$ cat src/hw/rtl/mvft_pkg.sv
// Shared types and constants for the marker/value field tokenizer.
package mvft_pkg;

  localparam int unsigned BYTE_W = 8;
  localparam int unsigned KIND_W = 2;
  localparam int unsigned ESC_W  = 2;
  localparam int unsigned CFG_INDEX_W = 2;

  localparam logic [ESC_W-1:0] ESCAPE_SPAN = ESC_W'(2);

  localparam logic [BYTE_W-1:0] SEPARATOR_RESET = 8'd59;
  localparam logic [BYTE_W-1:0] ASSIGN_RESET    = 8'd58;
  localparam logic [BYTE_W-1:0] ESCAPE_RESET    = 8'd92;

  localparam logic [CFG_INDEX_W-1:0] REG_SEPARATOR = 2'd0;
  localparam logic [CFG_INDEX_W-1:0] REG_ASSIGN    = 2'd1;
  localparam logic [CFG_INDEX_W-1:0] REG_ESCAPE    = 2'd2;

  localparam logic [KIND_W-1:0] KIND_NONE   = 2'd0;
  localparam logic [KIND_W-1:0] KIND_MARKER = 2'd1;
  localparam logic [KIND_W-1:0] KIND_VALUE  = 2'd2;

  typedef enum logic [1:0] {
    MODE_MARKER = 2'd0,
    MODE_VALUE  = 2'd1,
    MODE_ERROR  = 2'd2
  } mode_t;

  typedef struct packed {
    logic [BYTE_W-1:0] separator_char;
    logic [BYTE_W-1:0] assign_char;
    logic [BYTE_W-1:0] escape_char;
  } cfg_t;

  typedef struct packed {
    mode_t            mode;
    logic [ESC_W-1:0] esc_cnt;
  } parse_state_t;

  typedef struct packed {
    logic [BYTE_W-1:0] data;
    logic [KIND_W-1:0] kind;
    logic              entry_done;
    logic              error_now;
    logic              line_done;
    logic              line_ok;
  } result_t;

endpackage

$ cat src/hw/rtl/mvft_step.sv
// Combinational parse step: one byte against the current state and registers.
module mvft_step (
  input  mvft_pkg::cfg_t              cfg,
  input  mvft_pkg::parse_state_t      state,
  input  logic [mvft_pkg::BYTE_W-1:0] in_byte,
  input  logic                        in_last,
  output mvft_pkg::result_t           result,
  output mvft_pkg::parse_state_t      state_nxt
);
  import mvft_pkg::*;

  logic [ESC_W-1:0] esc_dec;
  logic [ESC_W-1:0] esc_cnt;
  logic             literal;
  logic             is_sep;
  logic             is_assign;
  mode_t            mode;

  always_comb begin
    esc_dec   = (state.esc_cnt != '0) ? state.esc_cnt - ESC_W'(1) : '0;
    esc_cnt   = ((in_byte == cfg.escape_char) && (esc_dec == '0)) ? ESCAPE_SPAN : esc_dec;
    literal   = (esc_cnt != '0);
    is_sep    = (in_byte == cfg.separator_char) && !literal;
    is_assign = (in_byte == cfg.assign_char) && !literal;

    mode              = state.mode;
    result            = '0;
    result.line_done  = in_last;

    unique case (state.mode)
      MODE_MARKER: begin
        if (is_sep) begin
          mode             = MODE_ERROR;
          result.error_now = 1'b1;
        end else if (is_assign) begin
          mode = MODE_VALUE;
        end else begin
          result.data = in_byte;
          result.kind = KIND_MARKER;
        end
      end
      MODE_VALUE: begin
        if (is_assign) begin
          mode             = MODE_ERROR;
          result.error_now = 1'b1;
        end else if (is_sep || in_last) begin
          mode              = MODE_MARKER;
          result.entry_done = 1'b1;
        end else begin
          result.data = in_byte;
          result.kind = KIND_VALUE;
        end
      end
      default: begin
        // Error mode swallows the rest of the line.
        mode    = MODE_ERROR;
        esc_cnt = state.esc_cnt;
      end
    endcase

    result.line_ok = in_last && (mode != MODE_ERROR);

    if (in_last) begin
      state_nxt.mode    = MODE_MARKER;
      state_nxt.esc_cnt = '0;
    end else begin
      state_nxt.mode    = mode;
      state_nxt.esc_cnt = esc_cnt;
    end
  end

endmodule

$ cat src/hw/rtl/marker_value_field_tokenizer.sv
// Top level of the marker/value field tokenizer: registers, handshakes, result register.
//
//  Channel  Direction  Handshake            Payload
//  in_      input      in_valid / in_stall  in_byte, in_last
//  out_     output     out_valid / out_stall out_byte, out_kind, out_entry_done,
//                                           out_error_now, out_line_done, out_line_ok
//  cfg_     input      cfg_valid / cfg_ready cfg_index, cfg_data
//
// One item per clock unless out_stall holds a full result register: the parse
// step sits between the input ports and the result register, so results are registered.
// Reset (rst_n low, synchronous) returns the registers to their defaults and
// the parser to marker mode. An item is taken whenever the result register is
// empty or being drained in the same cycle; out_stall holds the result.
module marker_value_field_tokenizer (
  input  logic                             clk,
  input  logic                             rst_n,
  input  logic                             in_valid,
  output logic                             in_stall,
  input  logic [mvft_pkg::BYTE_W-1:0]      in_byte,
  input  logic                             in_last,
  output logic                             out_valid,
  input  logic                             out_stall,
  output logic [mvft_pkg::BYTE_W-1:0]      out_byte,
  output logic [mvft_pkg::KIND_W-1:0]      out_kind,
  output logic                             out_entry_done,
  output logic                             out_error_now,
  output logic                             out_line_done,
  output logic                             out_line_ok,
  input  logic                             cfg_valid,
  output logic                             cfg_ready,
  input  logic [mvft_pkg::CFG_INDEX_W-1:0] cfg_index,
  input  logic [mvft_pkg::BYTE_W-1:0]      cfg_data
);
  import mvft_pkg::*;

  cfg_t         cfg_r;
  parse_state_t state_r;
  parse_state_t state_nxt;
  result_t      result_nxt;
  result_t      result_r;
  logic         out_valid_r;
  logic         in_accept;

  assign cfg_ready = 1'b1;
  assign in_stall  = out_valid_r && out_stall;
  assign in_accept = in_valid && !in_stall;

  always_ff @(posedge clk) begin
    if (!rst_n) begin
      cfg_r.separator_char <= SEPARATOR_RESET;
      cfg_r.assign_char    <= ASSIGN_RESET;
      cfg_r.escape_char    <= ESCAPE_RESET;
    end else if (cfg_valid && cfg_ready) begin
      unique case (cfg_index)
        REG_SEPARATOR: cfg_r.separator_char <= cfg_data;
        REG_ASSIGN:    cfg_r.assign_char    <= cfg_data;
        REG_ESCAPE:    cfg_r.escape_char    <= cfg_data;
        default: ;
      endcase
    end
  end

  mvft_step u_step (
    .cfg       (cfg_r),
    .state     (state_r),
    .in_byte   (in_byte),
    .in_last   (in_last),
    .result    (result_nxt),
    .state_nxt (state_nxt)
  );

  always_ff @(posedge clk) begin
    if (!rst_n) begin
      state_r.mode    <= MODE_MARKER;
      state_r.esc_cnt <= '0;
      out_valid_r     <= 1'b0;
    end else begin
      if (in_accept) begin
        state_r <= state_nxt;
      end
      if (in_accept) begin
        out_valid_r <= 1'b1;
      end else if (!out_stall) begin
        out_valid_r <= 1'b0;
      end
    end
  end

  always_ff @(posedge clk) begin
    if (in_accept) begin
      result_r <= result_nxt;
    end
  end

  assign out_valid      = out_valid_r;
  assign out_byte       = result_r.data;
  assign out_kind       = result_r.kind;
  assign out_entry_done = result_r.entry_done;
  assign out_error_now  = result_r.error_now;
  assign out_line_done  = result_r.line_done;
  assign out_line_ok    = result_r.line_ok;

  // A line is only reported ok on its last byte.
  a_ok_only_at_end: assert property (@(posedge clk) disable iff (!rst_n)
    out_valid_r && out_line_ok |-> out_line_done)
    else $error("line_ok without line_done");

  // A byte that is passed on never closes an entry or raises an error.
  a_kind_excl: assert property (@(posedge clk) disable iff (!rst_n)
    out_valid_r && (out_kind != KIND_NONE) |-> !out_entry_done && !out_error_now)
    else $error("emitted byte with entry or error flag");

  // The end of a line leaves the parser in its start state.
  a_line_restart: assert property (@(posedge clk) disable iff (!rst_n)
    in_accept && in_last |=> (state_r.mode == MODE_MARKER) && (state_r.esc_cnt == '0))
    else $error("parser not restarted after last byte");

  // Nothing passed on means a zero byte.
  a_byte_zero: assert property (@(posedge clk) disable iff (!rst_n)
    out_valid_r && (out_kind == KIND_NONE) |-> (out_byte == '0))
    else $error("nonzero byte with no kind");

endmodule
$ cat config.mk
export PLATFORM = sky130hd
export DESIGN_NAME = marker_value_field_tokenizer
export DESIGN_NICKNAME = d
export VERILOG_FILES = /design/src/hw/rtl/mvft_pkg.sv /design/src/hw/rtl/mvft_step.sv /design/src/hw/rtl/marker_value_field_tokenizer.sv
export SDC_FILE = /design/constraint.sdc
export NUM_CORES = 1
export LEC_CHECK = 0
export CORE_UTILIZATION = 40
export DETAILED_ROUTE_END_ITERATION = 8
export DONT_BUFFER_PORTS = 1
export GPL_ROUTABILITY_DRIVEN = 0
export HOLD_SLACK_MARGIN = 0.03
export SLEW_MARGIN = 10
export SYNTH_ARGS = -nofsm -noshare
export SYNTH_HDL_FRONTEND = slang
export SYNTH_HIERARCHICAL = 1
export SYNTH_SLANG_ARGS = --single-unit
$ cat constraint.sdc
create_clock -name clk -period 1.7 [get_ports clk]
set_input_delay 0 -clock clk [delete_from_list [all_inputs] [get_ports clk]]
set_output_delay 0 -clock clk [all_outputs]
set_load 0.05 [all_outputs]
==> impl_metrics.toml, run 1 <==
[outcome]
status = "completed"

[yosys]
async_flop_share = 0
netlist_area_sq_um = 2107
synth.area.top_cells = "dfxtp_1, edfxtp_1, mux2i_1, xnor2_1, nand2_1"
yosysWarningCount = 6
synth.most_common_cell = "nand2_1"
yosysTopAreaCell = "dfxtp_1"
ys_seq_area_frac = 0.4751
synth-seq-cells = 43
syn_nets = 235
synthFlopType = "dfxtp_1"
postSynthAreaPerCell_sq_um = 9.986
synth_common_cells = "nand2_1, dfxtp_1, mux2i_1"
syn_inst = 211
ys_types = 36
synth_top_area_share = 0.2755
synth_edf_count = 14

[timing]
grt_setup_unrepaired = "true"
fmax_mhz = 618.5
finalCritPeriodShare = 0.9511
timing.final.ws_setup_ns = 0.08315
finalSetupViolCount = 0
max_slew_margin = 0.5822
worst_pin_slew_ns = 0.6258
drv_slew = 0
hold_viol = 0
fin_crit_ns = 1.617
skew_ns = 0.007546
holdWs_ns = 0.03327

[worst_setup_path]
regToRegSetupSlack_ns = 0.08
endpoint_kind = "flop"
crit_chain = "xnor2_1 -> nand4_1 -> nor2_1 -> a21oi_1 -> o211a_1"
worst_r2r_path_depth = 5
reg2reg_from = "cfg_r[20]$_SDFFE_PN1P_"
max_stage_delay_ns = 0.33
path_class = "reg2reg"
cp_max_fo = 4
r2r-end = "out_line_ok$_DFFE_PP_"
crit_required_ns = 1.76
cp-start-kind = "flop"
slowest_stage = "nor2_1"
cp.arrival_ns = 1.67

[power]
cellLeakagePower_nw = 0.9885
power.density_nw_per_um2 = 802.4
vdd_drop_max_uv = 496.0

[final_layout]
layout-drive-gt1-share = 0.09705
multiInputGateArea_sq_um = 1060
diodes = 0
fin_nets = 260
syn_to_final_growth_pct = 22.33
ff_latch_area_sq_um = 1003
fill_cells = 494

[clock_network]
cts_made_buffers = 5
cts.sinks = 43
cts_buffer_depth = 2
cts_tree = "yes"
cts_root_buf = "clkbuf_8"
h-tree-depth = 2
clk_pin_slew_ns = 0.08
clock_latency_ns = 0.29

[routing]
drtIter0Drc = 63
drcViolationCount = 0
vias_per_cell = 5.010
antenna_left = 0
wl_mm = 4.351
first_pass_iters = 4
vias = 1538
wl_per_cell_um = 14.17

[flow_run]
cap_violations = 0

[die]
initial_core_util = 0.4152
row_count = 26
io_pins = 41
die_x_um = 74.58
fp.dieArea_sq_um = 5561
core-area_sq_um = 5075
die_h_um = 74.58

[hold_path]
min_path_cells = 2
hold_path.startpoint = "in_last"
min_to = "out_entry_done$_DFFE_PP_"
min_path_type = "in2reg"

[grt]
grt-ovfl-total = 0
track_usage = 0.1709
grt_pass1_wl_mm = 7.031
grt_max_degree = 44
antenna_found_initial = 0
grt_pass1_vias = 1431

[placed_design]
post-place-ws_ns = 0.007513
io_buffers = 0
hpwl_mm = 2.907
-- where the power goes --
part           switching, mW  internal (mW)
Combinational          0.110          0.126
Clock                  0.355          0.288
Sequential            0.0847           1.11
Total                  0.550           1.52
-- cell families after synthesis --
kind of cell,Yosys count,share of synthesized area
buf+inv,20,0.04394
xor+xnor,24,0.09976
compound gates,15,0.05344
simple gates,83,0.2072
mux,25,0.1188
flops,43,0.4751
other cells,1,0.001780
-- metrics by stage --
stage                     instances  total power [mW]  TNS (ns)    util  area (sq um)
after CTS                       308             2.069         0  0.5000          2537
after global routing            307             2.152  -0.02541  0.5079          2577
final                           307             2.068         0  0.5079          2577
after floorplan                 211             1.361         0       -          2107
after detailed placement        271             1.374         0  0.4238          2151
after global placement          271             1.373         0  0.4238          2151
-- final cells by class --
class                   count  area share
multi-input cells         148      0.4112
repair buffers             31      0.1223
well taps                  70     0.03398
flip-flops and latches     43      0.3893
clock buffers               6     0.02816
inverters                   7     0.01019
clock inverters             2    0.004854
-- repair_timing --
| action | 4_1_cts | 5_1_grt |
|---|---|---|
| resized for setup | 1 | 13 |
| pin swaps | 0 | 6 |
| endpoints found under the hold margin | 40 | 1 |
| buffers inserted | 0 | 0 |
| hold buffers | 29 | 1 |
| endpoints found under the setup margin | 1 | 11 |
-- registers in the layout (all words and copies together) (netlist names) --
name            flops
out_entry_done      1
out_error_now       1
cfg_r              24
out_line_done       1
out_valid           1
state_r             4
out_kind            2
out_byte            8
out_line_ok         1
-- worst max-delay path by stage --
stage	from	endpoint	slack [ns]	depth (start not counted)
final	cfg_r[20]$_SDFFE_PN1P_	out_line_ok$_DFFE_PP_	0.08	5
after global routing	cfg_r[4]$_SDFFE_PN1P_	state_r[3]$_SDFFE_PN0P_	-0.02	7
after CTS	cfg_r[7]$_SDFFE_PN0P_	state_r[1]$_SDFFE_PN0P_	0.01	6
after detailed placement	cfg_r[7]$_SDFFE_PN0P_	state_r[2]$_SDFFE_PN0P_	0.008	7
after global placement	cfg_r[4]$_SDFFE_PN1P_	state_r[2]$_SDFFE_PN0P_	0.07	7
after floorplan	out_valid$_SDFFE_PN0P_	out_byte[0]$_DFFE_PP_	0.14	1
-- worst max-delay path: cells and delay by family, from the launching register on --
family | cells | cell delay [ns]
AOI/OAI and AO/OA | 2 | 0.43
xor gates and xnor gates | 1 | 0.16
DFF | 1 | 0.32
and+or+nand+nor | 2 | 0.47
-- layout by cell type (no fill, tap or decap), types with 2 or more instances in the layout --
master         count
o211ai_1           3
xnor2_1           16
and3b_1            2
buf_4              3
nor3_1            13
nand4b_1           3
dfxtp_1           27
nor2b_1           14
nand2_1           34
clkbuf_8           5
dlygate4sd3_1     26
dfxtp_2            2
xor2_1             7
inv_1              7
nand4_1            4
mux2i_1           25
a2111oi_2          2
edfxtp_1          14
a21oi_1            2
a21oi_2            2
nor2_1             4
-- layer usage --
metal	track usage	wire, um	vias to the layer above
met1	0.2383	2227	725
met3	0.04472	165	6
met5	0	0	-
met2	0.2503	1902	37
met4	0.06918	55	0
li1	-	-	770
No activity file was read; power rests on OpenSTA's default activity.
==> run 2: changes to the inputs <==
--- a/config.mk
+++ b/config.mk
@@ -5,11 +5,12 @@
 export SDC_FILE = /design/constraint.sdc
 export NUM_CORES = 1
 export LEC_CHECK = 0
-export CORE_UTILIZATION = 40
+export CORE_UTILIZATION = 62
 export DETAILED_ROUTE_END_ITERATION = 8
 export DONT_BUFFER_PORTS = 1
 export GPL_ROUTABILITY_DRIVEN = 0
 export HOLD_SLACK_MARGIN = 0.03
+export PLACE_DENSITY = 0.78
 export SLEW_MARGIN = 10
 export SYNTH_ARGS = -nofsm -noshare
 export SYNTH_HDL_FRONTEND = slang
==> run 2 against run 1 <==
Net effect: via count up 10%; final cell count is 5.9% lower; register-to-register slack got worse by 0.06 ns; critical path depth rose by 2; wire length increased by 13%; clock-buffer cell count grew 1; clock power decreased by 19%; first-iteration DRC count rose to 2.7 times the previous value; non-clock buffer count rose by 8; worst hold slack hardly changed; final area grew 2.7%; critical path type unchanged; critical endpoint is now state_r[2]$_SDFFE_PN0P_; largest power group unchanged; highest routed layer unchanged.
==> impl_metrics.toml, run 2 (synthesis results as in run 1) <==
[routing]
first_pass_iters = 4
antenna_left = 0
wl_per_cell_um = 16.99
vias = 1695
wl_mm = 4.911
drtIter0Drc = 167
vias_per_cell = 5.865
drcViolationCount = 0

[die]
initial_core_util = 0.6736
die_h_um = 60.30
die_x_um = 60.30
io_pins = 41
row_count = 20
fp.dieArea_sq_um = 3635
core-area_sq_um = 3128

[final_layout]
fill_cells = 173
mostFrequentLayoutCells = "nand2_1, dlygate4sd3_1, mux2i_1"
syn_to_final_growth_pct = 25.65
largest_reg_flops = 24
diodes = 0
fin_nets = 268
regMostFlops = "cfg_r"
final_common_cell = "nand2_1"
layout-drive-gt1-share = 0.1469

[power]
total_power_mw = 1.974
power.density_nw_per_um2 = 745.5
cellLeakagePower_nw = 1.015
vdd_drop_max_uv = 451.0
p_seq_frac = 0.605
p_sw_frac = 0.2696
p_int_mw = 1.442
pwr-share-clk = 0.263
p_switching_mw = 0.5322
pwr-share-comb = 0.132

[grt]
antenna_found_initial = 0
grt_max_degree = 23
grt_pass1_wl_mm = 7.465
grt_pass1_vias = 1638
track_usage = 0.2848
grt-ovfl-total = 0

[placed_design]
io_buffers = 0
hpwl_mm = 2.890
post-place-ws_ns = 0.04357

[worst_setup_path]
slowest_stage = "dfxtp_2"
cp_max_fo = 11
worst_r2r_path_depth = 7
crit_chain = "xor2_1 -> nor4_2 -> a21oi_2 -> o21a_4 -> o21ai_0 -> nand2_1 -> mux2i_1"
endpoint_kind = "flop"
crit_buf_inv = 0
path_class = "reg2reg"
cp.arrival_ns = 1.97
crit_required_ns = 1.99
regToRegSetupSlack_ns = 0.03
reg2reg_from = "cfg_r[7]$_SDFFE_PN0P_"
cp_top_family = "compound AO/OA/AOI/OAI gates"
cp-start-kind = "flop"
r2r-end = "state_r[2]$_SDFFE_PN0P_"
max_stage_delay_ns = 0.35

[clock_network]
h-tree-depth = 2
cts_tree = "yes"
clk_pin_slew_ns = 0.12
cts_root_buf = "clkbuf_4"
clock_latency_ns = 0.35
cts.sinks = 43
cts_made_buffers = 5
cts_buffer_depth = 2

[hold_path]
min_path_type = "in2reg"
min_to = "cfg_r[20]$_SDFFE_PN1P_"
hold_path.startpoint = "cfg_valid"
min_path_cells = 2

[timing]
worst_pin_slew_ns = 0.8015
hold_viol = 0
finalSetupViolCount = 0
skew_ns = 0.006820
fin_crit_ns = 1.674
timing.final.ws_setup_ns = 0.02560
finalCritPeriodShare = 0.9849
drv_slew = 0
max_slew_margin = 0.4639
fmax_mhz = 597.2
grt_setup_unrepaired = "true"

[flow_run]
cap_violations = 0

[outcome]
status = "completed"
run 2: cell count changes in the layout (fill, tap and decap cells not counted), sizes merged:
| cell | delta |
|---|---|
| dlygate4sd3 | +5 |
| buf | +3 |
| clkinvlp | -1 |
| clkbuf | +1 |
run 2: what timing repair did:
item                       4_1_cts  5_1_grt
setup endpoints to repair        0       16
hold buffers                    33        0
buffers inserted                 0        3
hold endpoints to repair        41        0
resized for setup                0       26
run 2: power by group through the flow:
stage / logic (mW) / clock network, mW / registers, mW
finish: 0.261 / 0.519 / 1.19
global route: 0.279 / 0.557 / 1.20
CTS: 0.238 / 0.508 / 1.19
detailed placement: 0.159 / 0 / 1.21
global placement: 0.154 / 0 / 1.21
floorplan: 0.146 / 0 / 1.21
run 2: worst max path at each step:
stage	from	slack, ns	cells past startpoint	endpoint
floorplan	out_valid$_SDFFE_PN0P_	0.14	1	out_byte[0]$_DFFE_PP_
global placement	cfg_r[6]$_SDFFE_PN1P_	0.11	7	state_r[2]$_SDFFE_PN0P_
detailed placement	cfg_r[2]$_SDFFE_PN1P_	0.04	6	state_r[1]$_SDFFE_PN0P_
CTS	cfg_r[2]$_SDFFE_PN1P_	0.001	6	state_r[1]$_SDFFE_PN0P_
global route	cfg_r[7]$_SDFFE_PN0P_	-0.08	7	state_r[3]$_SDFFE_PN0P_
finish	cfg_r[7]$_SDFFE_PN0P_	0.03	7	state_r[2]$_SDFFE_PN0P_
run 2: final cells by class:
type,instances,area (sq um),area share
Clock inverter,1,3.754,0.001418
Tap cell,44,55.05,0.02079
Inverter,7,26.28,0.009924
Sequential cell,43,1013,0.3828
Clock buffer,7,55.05,0.02079
Timing Repair Buffer,39,387.9,0.1465
Multi-Input combinational cell,148,1106,0.4178
run 2: per-stage QoR:
stage / hold WS (ns) / std cells / utilization / area (sq um) / setup TNS [ns]
detailed placement: 0.09917 / 245 / 0.6772 / 2118 / 0
global placement: 0.09442 / 245 / 0.6772 / 2118 / 0
finish: 0.03340 / 289 / 0.8464 / 2648 / 0
global route: 0.03297 / 289 / 0.8464 / 2648 / -0.2103
floorplan: 0.1241 / 211 / - / 2107 / 0
CTS: 0.03158 / 286 / 0.8048 / 2517 / 0
run 2: worst reg2reg max path, cell delays in order, from the launching register on:
cell and delay, ns:
dfxtp_2 0.35, xor2_1 0.17, nor4_2 0.33, a21oi_2 0.17, o21a_4 0.19, o21ai_0 0.20
nand2_1 0.07, mux2i_1 0.14
run 2: metal layers:
metal / part of all wire / global-route usage
met5: 0 / 0
met4: 0.038 / 0.1661
met1: 0.40 / 0.3288
met2: 0.50 / 0.4710
met3: 0.055 / 0.07359
